===== config.mk =====
export PLATFORM = sky130hd
export DESIGN_NAME = gbps_ram
export DESIGN_NICKNAME = d
export VERILOG_FILES = /design/src/rtl/core/gbps_ram.sv
export SDC_FILE = /design/constraint.sdc
export NUM_CORES = 2
export LEC_CHECK = 0
export ABC_AREA = 1
export ABC_CLOCK_PERIOD_IN_PS = 2600
export BUFFER_PORTS_ARGS = -buffer_cell sky130_fd_sc_hd__buf_2
export CORE_ASPECT_RATIO = 0.8
export CORE_MARGIN = 2
export CORE_UTILIZATION = 45
export DETAILED_ROUTE_END_ITERATION = 8
export HOLD_SLACK_MARGIN = 0.03
export PLACE_DENSITY_LB_ADDON = 0.1
export REMOVE_ABC_BUFFERS = 1
export SLEW_MARGIN = 5
export SYNTH_ARGS = -nofsm -noshare
export SYNTH_HDL_FRONTEND = slang
export SYNTH_SLANG_ARGS = --single-unit

===== constraint.sdc =====
create_clock -name i_clk -period 2.6 [get_ports i_clk]
set_clock_uncertainty 0.1 [all_clocks]
set_input_delay 0.13 -clock i_clk [delete_from_list [all_inputs] [get_ports i_clk]]
set_output_delay 0.13 -clock i_clk [all_outputs]
set_load 0.1 [all_outputs]

===== src/rtl/core/gbps_ram.sv =====
// generic single write port, single read port ram with registered read
`timescale 1ns / 1ps

module gbps_ram #(
    parameter int WIDTH = 8,
    parameter int DEPTH = 256,
    localparam int AW = (DEPTH > 1) ? $clog2(DEPTH) : 1
) (
    input  logic             i_clk,
    input  logic             i_we,
    input  logic [AW-1:0]    i_waddr,
    input  logic [WIDTH-1:0] i_wdata,
    input  logic             i_re,
    input  logic [AW-1:0]    i_raddr,
    output logic [WIDTH-1:0] o_rdata
);

    logic [WIDTH-1:0] r_mem [DEPTH];
    logic [WIDTH-1:0] r_rdata;

    always_ff @(posedge i_clk) begin
        if (i_we) begin
            r_mem[i_waddr] <= i_wdata;
        end
        if (i_re) begin
            r_rdata <= r_mem[i_raddr];
        end
    end

    assign o_rdata = r_rdata;

endmodule


==> impl_metrics.csv <==
group,metric,value,unit
setup_path,worstPathRequired,2980,ps
route,wl_met3,20300,µm
setup_path,crit_top_cell,"dlygate4sd3_1",
global_route,overflow,0,
setup_path,crit_type,"input port to flip-flop",
route,met1_length,114000,µm
logic_synthesis,synth_fa_ha_area_frac,0,
run,maxCapViolations,0,
floorplan,die_w,486,µm
global_route,grt_pass1_vias,53400,
clock_tree,cts_buffers,200,
sta,drv_slew,0,
cells_and_area,syn2layout_area_growth,15.8,%
sta,hold_viol,0,
cells_and_area,fin_nets,7385,
sta,setup_viol,0,
route,drc,0,
cells_and_area,seqCellArea,61700,µm²
sta,fmax,418,MHz
clock_tree,cts_setup_buffers,0,
logic_synthesis,synth_simple_gate_area_frac,0.229,
global_route,grt_use_total,0.267,
logic_synthesis,synthMuxAreaShare,0,
logic_synthesis,async_flop_share,0,
route,dr.pass1.iters,9,
global_route,grt_max_degree,82,
cells_and_area,multi_input_area,19200,µm²
logic_synthesis,synth.area.top_cells,"edfxtp_1 74%, nand3_1 12%, nand2_1 9.5%",
floorplan,row_count,141,
sta,period_share,0.920,
clock_tree,clkTransAtPathRegs,60,ps
placement,dp_hpwl,158000,µm
power,power_leakage,34.4,nW
route,drt_iter0_markers,6576,
setup_path,cp-start-kind,"input port",
clock_tree,cts-root-buf,"clkbuf_16",
status,status,"finished, final reports clean",
logic_synthesis,synth_cell_types,13,
sta,tns,0,ps
global_route,grt_pass1_wl,372000,µm
power,peakVddDrop,0.000615,V
setup_path,crit_arrival,2770,ps
setup_path,cpPeakStageDelay,590,ps
sta,worst_pin_slew,846,ps
floorplan,core,185000,µm²
cells_and_area,drive_above_1_share,0.120,
logic_synthesis,synth_top_family_by_area,"simple AND/OR/NAND/NOR gates",
hold_path,hold_path.class,"input port to flip-flop",
cells_and_area,final_util,0.524,
logic_synthesis,synth-seq-area-share,0.740,
sta,slew_headroom,0.434,
logic_synthesis,yosysMostFrequentCell,"nand2_1",
setup_path,critPathSlowestCell,"dlygate4sd3_1",
logic_synthesis,syn_avg_cell_area,11.9,µm²
logic_synthesis,yosysWarnings,0,
floorplan,die_y,389,µm
cells_and_area,n_fill_cell,15900,
floorplan,initial_core_util,0.452,
floorplan,num_io_pins,35,
logic_synthesis,synth_top_area_frac,0.740,
setup_path,cp_max_fo,8,
global_route,antenna_found_initial,8,
logic_synthesis,netlist_area,83500,µm²
clock_tree,clock_latency,860,ps
route,totalWireLength,254000,µm
route,top_layer,"met5",
route,met2_length,114000,µm
floorplan,dieArea,189000,µm²
sta,post-route-min-period,2390,ps
logic_synthesis,synthFlopType,"edfxtp_1",
sta,grt_setup_unrepaired,"false",
route,routed-via-count,56300,
setup_path,cp-end-kind,"flip-flop",
logic_synthesis,synth_cells,7003,
logic_synthesis,ys_seq_elements,2056,
route,post_drt_wl_per_cell,25.5,µm
clock_tree,clock-sinks,2056,
logic_synthesis,synthTopCellsByCount,"2123 x nand2_1, 2056 x edfxtp_1, 2019 x nand3_1",
clock_tree,cts_tree,"done",
logic_synthesis,synth_largest_area_cell,"edfxtp_1",
clock_tree,clockBufferDepth,3,
setup_path,cp_cell_sequence,"dlygate4sd3_1, buf_2, nand2_1, dlygate4sd3_1, nor2_1, dlygate4sd3_1, nand2_1, nor2_2",
placement,io_buffers,34,
placement,place.gp.congestion,0.870,
logic_synthesis,synth_compound_area_frac,0,
route,vias_per_cell,5.65,
clock_tree,h-tree-depth,4,
logic_synthesis,synthXorXnorAreaFrac,0,
route,drtAntennaViolNets,0,
power,pwr_density_cell,723,nW/µm²
logic_synthesis,synth-edff-count,2056,
-- metrics by stage --
step	instances	setup WS (ps)	power (W)	instance area (µm²)	hold WS (ps)
6_report	9960	207	0.0698	96600	97.6
5_1_grt	9957	126	0.0719	96600	112
4_1_cts	9957	58.0	0.0703	96600	30.9
3_5_place_dp	9569	-217	0.0421	90100	427
3_3_place_gp	9569	-238	0.0421	90100	433
2_1_floorplan	6520	-3350	0.0393	81000	129
-- final cells by class --
| class | count | area share |
|---|---|---|
| multi-input combinational | 4425 | 0.198 |
| antenna | 3 | 0.0000777 |
| clock inverter | 121 | 0.0109 |
| clock buffer | 249 | 0.0544 |
| inverter | 39 | 0.00186 |
| sequential | 2056 | 0.639 |
| tap | 2431 | 0.0315 |
| timing repair buffer | 636 | 0.0642 |
-- critical path: cells and delay by family --
kind          cells  cell delay, ps
simple gates      4             770
buf+inv           4            1860
-- metal layers --
layer,up-vias,global-route usage
met5,-,0
li1,25600,-
met1,28000,0.403
met3,337,0.0434
met4,2,0.0681
met2,2299,0.402
-- cell usage in the layout, fill, tap and decap left out, drive strengths merged --
cell and instances:
buf 618, bufinv 15, clkbuf 249, clkinv 99, clkinvlp 1, diode 3, dlygate4sd3 18, edfxtp 2056
inv 45, nand2 2123, nand3 2019, nor2 283
-- registers in the layout, indices dropped and copies added, names as in the netlist --
register / count
r_mem: 2048
o_rdata: 8
-- worst paths after layout --
check / startpoint / endpoint / slack, ps / cells after the start
max: i_waddr[7] / r_mem[184][0] / 210 / 8
min reg2reg: r_mem[220][7] / o_rdata[7] / 920 / 10
max reg2reg: r_mem[152][5] / o_rdata[5] / 320 / 10
min: i_waddr[0] / r_mem[163][7] / 100 / 6
-- cell families after synthesis --
logic type / count (synthesis)
and+or+nand+nor: 4425
DFF: 2056
buffers and inverters: 522
-- power by group --
part	internal, W	total, W	switching, W
clock	0.0158	0.0284	0.0126
combinational	0.00133	0.00483	0.00351
sequential	0.0365	0.0366	0.0000415
-- repair_timing --
item,CTS,global route
setup endpoints to repair,0,8
endpoints found under the hold margin,2090,0
gates resized for setup,0,1
hold buffers,18,0
Note: power is estimated with default switching activity, not from simulation.
