$ cat config.mk
export PLATFORM = sky130hd
export DESIGN_NAME = gbps_div
export DESIGN_NICKNAME = d
export VERILOG_FILES = /design/src/rtl/core/gbps_pkg.sv /design/src/rtl/core/gbps_div.sv
export SDC_FILE = /design/constraint.sdc
export NUM_CORES = 1
export LEC_CHECK = 0
export ABC_AREA = 1
export BUFFER_PORTS_ARGS = -buffer_cell sky130_fd_sc_hd__buf_2
export CAP_MARGIN = 20
export CORE_AREA = 4 4 54 75
export CTS_CLUSTER_SIZE = 10
export DETAILED_ROUTE_END_ITERATION = 10
export DIE_AREA = 0 0 58 79
export GPL_TIMING_DRIVEN = 0
export PLACE_DENSITY = 0.85
export RECOVER_POWER = 50
export SLEW_MARGIN = 25
export SYNTH_ARGS = -nofsm -noshare
export SYNTH_HDL_FRONTEND = slang
export SYNTH_SLANG_ARGS = --single-unit
export TNS_END_PERCENT = 20
$ cat constraint.sdc
create_clock -name i_clk -period 2.4 [get_ports i_clk]
set_clock_uncertainty 0.1 [all_clocks]
set_input_delay 0 -clock i_clk [delete_from_list [all_inputs] [get_ports i_clk]]
set_output_delay 0 -clock i_clk [all_outputs]
set_load 0.03 [all_outputs]
$ cat src/rtl/core/gbps_pkg.sv
// shared types, widths and codes of the grid bucketed point selector
`timescale 1ns / 1ps

package gbps_pkg;

    localparam int GRID_COLS_DEF = 256;
    localparam int GRID_ROWS_DEF = 256;

    localparam int COORD_W   = 16;
    localparam int PIX_W     = 13;
    localparam int SCALE_W   = 8;
    localparam int COUNT_W   = 16;
    localparam int VERDICT_W = 3;
    localparam int EPOCH_W   = 8;
    localparam int CFG_IDX_W = 2;
    localparam int CFG_DAT_W = 16;

    typedef enum logic [CFG_IDX_W-1:0] {
        CFG_IMAGE_WIDTH  = 2'd0,
        CFG_IMAGE_HEIGHT = 2'd1,
        CFG_GRID_SCALE   = 2'd2,
        CFG_MAX_POINTS   = 2'd3
    } t_cfg_index;

    typedef enum logic [VERDICT_W-1:0] {
        V_ACCEPT   = 3'd0,
        V_LIMIT    = 3'd1,
        V_OUTSIDE  = 3'd2,
        V_TAKEN    = 3'd3,
        V_OVERFLOW = 3'd4
    } t_verdict;

    typedef enum logic [2:0] {
        ST_CLEAR,
        ST_IDLE,
        ST_SETUP,
        ST_DIV,
        ST_READ,
        ST_CHECK
    } t_state;

endpackage

$ cat src/rtl/core/gbps_div.sv
// bit-serial restoring divider, one quotient bit per cycle
`timescale 1ns / 1ps

module gbps_div (
    input  logic                        i_clk,
    input  logic                        i_rst_n,
    input  logic                        i_start,
    input  logic [gbps_pkg::PIX_W-1:0]  i_dividend,
    input  logic [gbps_pkg::SCALE_W-1:0] i_divisor,
    output logic                        o_done,
    output logic [gbps_pkg::PIX_W-1:0]  o_quotient
);

    localparam int DW    = gbps_pkg::PIX_W;
    localparam int SW    = gbps_pkg::SCALE_W;
    localparam int CNT_W = $clog2(DW);

    logic             r_run;
    logic             r_done;
    logic [CNT_W-1:0] r_cnt;
    logic [DW-1:0]    r_q;
    logic [SW-1:0]    r_rem;
    logic [SW-1:0]    r_div;
    logic [SW:0]      w_trial;
    logic             w_fit;

    assign w_trial = {r_rem, r_q[DW-1]};
    assign w_fit   = (w_trial >= {1'b0, r_div});

    always_ff @(posedge i_clk) begin
        if (!i_rst_n) begin
            r_run  <= 1'b0;
            r_done <= 1'b0;
            r_cnt  <= '0;
        end else begin
            r_done <= 1'b0;
            if (i_start) begin
                r_run <= 1'b1;
                r_cnt <= '0;
            end else if (r_run) begin
                r_cnt <= r_cnt + CNT_W'(1);
                if (r_cnt == CNT_W'(DW - 1)) begin
                    r_run  <= 1'b0;
                    r_done <= 1'b1;
                end
            end
        end
    end

    always_ff @(posedge i_clk) begin
        if (i_start) begin
            r_q   <= i_dividend;
            r_rem <= '0;
            r_div <= i_divisor;
        end else if (r_run) begin
            if (w_fit) begin
                r_rem <= SW'(w_trial - {1'b0, r_div});
            end else begin
                r_rem <= w_trial[SW-1:0];
            end
            r_q <= {r_q[DW-2:0], w_fit};
        end
    end

    assign o_done     = r_done;
    assign o_quotient = r_q;

endmodule

==> run summary <==
All-layer global routing usage -> 21.02%
Vias/cell -> 5.127
Peak supply drop -> 622.7 uV
Final Wtd Congestion -> 0.8505
Die Area -> 4582 um2
Worst hold path type -> input pin to register
Yosys warns -> 0
Largest net degree at the start of global routing -> 15
Leakage power -> 1.190 nW
Status -> finished, final reports clean
Synth unique cells -> 30
Cell area after layout -> 2432 um2
Number of fill cells -> 248
Worst slew pin tran -> 0.5749 ns
DP Cell Count -> 299
Postcts setup bufs -> 0
CTS Root Cell -> clkbuf_8
Rows -> 25
# hold bufs at CTS -> 23
Maxcap violations -> 0
Clk slew on worst S/H paths -> 0.07 ns
Initial antenna violation count -> 0
Total power -> 0.001481 W
Crit-path cells -> dlygate4sd3_1 > clkbuf_1 > buf_2 > inv_1 > clkbuf_1 > nand2_1 > nand2_1
Avg Synthesized Cell Area -> 8.477 um2
Vias post-DR -> 1,692
Max frequency -> 497.9 MHz
RSZ-0062 raised after global routing -> no
Post-route DRC -> 0
Total gr overflow -> 0
Slowest cell on crit path -> dlygate4sd3_1
Die Ht -> 79 um
Period utilization -> 83.68%
Setup TNS -> 0 ns
Resize count post-CTS -> 0
Slew headroom -> 61.67%
Area delta synth->final -> 29.26%
Sequential-to-total area share from yosys stat -> 48.40%
CP Launch Type -> input pin
Delay of the slowest critical-path stage -> 0.53 ns
TritonCTS Sinks -> 35
Clk Latency, worst-skew pair -> 0.29 ns
Min cycle time layout -> 2.008 ns
Final HPWL DP -> 2903 um
CTS tree -> yes
Final core utilization -> 72.00%
Cts bufs inserted -> 5
Crit path capture type -> register
Area of placed instances -> 2117 um2
Share of cells above drive strength 1 -> 15.52%
Number of global-route vias before repair -> 1,727
Syn Nets -> 257
Num ports -> 38
1st-pass router iterations -> 4
Clock Tree Buf Depth -> 2
Data arrival, critical path -> 1.95 ns
Detailed Route Iter0 Violations -> 48
CP Class -> input pin to register
IO Port Bufs -> 37
Final layout net count -> 324
Yosys reg bits -> 35
H-tree levels -> 2
P per Cell Area -> 609.0 nW/um2
Worst-path maximum fanout -> 10
WP data required -> 2.34 ns
Final non-filler cell total -> 330
Synth Cell Area -> 1882 um2
ANT cells -> 0
Remaining antenna violation count after routing -> 0
Core footprint -> 3378 um2
Die width -> 58 um
Detailed-route wire length -> 4230 um
Final slew viol count -> 0
Syn Inst Count -> 222
First-pass GRT wire length -> 7514 um
Wire per inst -> 12.82 um
Starting Density -> 55.70%
Final hold vios -> 0
Setup violators final -> 0
==> power breakdown <==
group / leakage (nW) / internal (W) / switching [W]
registers: 0.325 / 0.000686 / 0.0000240
logic: 0.814 / 0.000113 / 0.000189
clock network: 0.0505 / 0.000261 / 0.000209
==> synthesized netlist by cell type <==
cell / count / area share (%)
a21oi_1: 5 / 1.3
nor3_2: 1 / 0.53
nand4_1: 1 / 0.33
ha_1: 10 / 6.6
xor2_1: 2 / 0.93
inv_1: 21 / 4.2
inv_2: 4 / 0.80
nor2_1: 7 / 1.4
nand2_2: 2 / 0.66
nand3_2: 1 / 0.53
o21a_1: 1 / 0.40
or2_4: 1 / 0.47
buf_2: 1 / 0.27
clkbuf_1: 2 / 0.40
clkinv_1: 2 / 0.40
xnor2_1: 1 / 0.47
nand2_4: 2 / 1.2
nor3_1: 3 / 0.80
a211oi_1: 1 / 0.40
nand3b_1: 7 / 2.8
fa_1: 1 / 1.1
a21oi_4: 1 / 0.86
nor2_2: 2 / 0.66
nand2_1: 87 / 17
nor2_8: 1 / 1.1
edfxtp_1: 21 / 34
o211a_1: 1 / 0.53
nand3_1: 18 / 4.8
dfxtp_1: 14 / 15
a31oi_1: 1 / 0.33
==> per-stage QoR <==
stage | setup WS, ns | hold slack, ns
3_5_place_dp | 0.6201 | 0.07834
4_1_cts | 0.5915 | 0.3057
6_report | 0.3917 | 0.3165
2_1_floorplan | 0.5019 | -0.001131
5_1_grt | 0.2643 | 0.3086
3_3_place_gp | 0.6242 | 0.07596
==> layout by cell type (no fill, tap or decap), types with 2 or more instances in the layout <==
master | netlist | final
a21oi_1 | 5 | 5
nand3b_1 | 7 | 7
nand2_2 | 2 | 2
clkinv_1 | 2 | 2
nand2_1 | 87 | 87
nand2_4 | 2 | 2
nor2_2 | 2 | 2
dlygate4sd3_1 | 0 | 23
edfxtp_1 | 21 | 21
inv_2 | 4 | 3
buf_2 | 1 | 23
clkbuf_8 | 0 | 7
nand3_1 | 18 | 18
clkbuf_1 | 2 | 17
dfxtp_1 | 14 | 14
ha_1 | 10 | 10
nor2_1 | 7 | 7
xor2_1 | 2 | 2
inv_1 | 21 | 22
nor3_1 | 3 | 3
==> area by class of cell <==
class / count / area (um2) / share of cell area (%)
Clock inverter: 1 / 7.507 / 0.3086
Clock buffer: 7 / 96.34 / 3.961
Buffer: 3 / 12.51 / 0.5144
Sequential cell: 35 / 910.9 / 37.45
Tap cell: 40 / 50.05 / 2.058
Inverter: 27 / 101.3 / 4.167
Multi-Input combinational cell: 157 / 857.1 / 35.24
Timing Repair Buffer: 60 / 396.6 / 16.31
==> state kept, by name (all words and copies together) (netlist names) <==
register    count
o_done          1
o_quotient     13
r_cnt           4
r_div           8
r_rem           8
r_run           1
==> final timing paths <==
check                               startpoint             to  slack [ns]  depth (start not counted)
worst max-delay path                   i_start  o_quotient[7]        0.39                          7
worst min register to register        r_rem[4]       r_rem[4]        0.38                          2
worst max register to register  o_quotient[12]       r_rem[4]        0.61                         10
worst min-delay path              i_divisor[7]       r_div[7]        0.32                          2
==> metal layers <==
metal  vias to the layer above  routed length [um]  track usage, %  share of wire, %
li1                        851                   -               -                 -
met1                       782                1658           23.72                39
met2                        54                2276           38.01                54
met3                         5                 227           4.065               5.4
met4                         0                  68           8.121               1.6
met5                         -                   0               0                 0
==> cell families (layout without fill, tap and decap cells) <==
| logic type | count (synthesis) | in the layout | share of synthesized area (%) |
|---|---|---|---|
| compound gates | 10 | 10 | 3.857 |
| buf+inv | 30 | 98 | 6.051 |
| fa+ha+maj | 11 | 11 | 7.713 |
| simple gates | 133 | 133 | 32.58 |
| xor+xnor | 3 | 3 | 1.397 |
| flops | 35 | 35 | 48.40 |
==> worst max-delay path, delay by kind of cell <==
| family | cells | cell delay [ns] |
|---|---|---|
| buf+inv | 5 | 1.75 |
| simple gates | 2 | 0.19 |
Note: power is estimated with default switching activity, not from simulation.
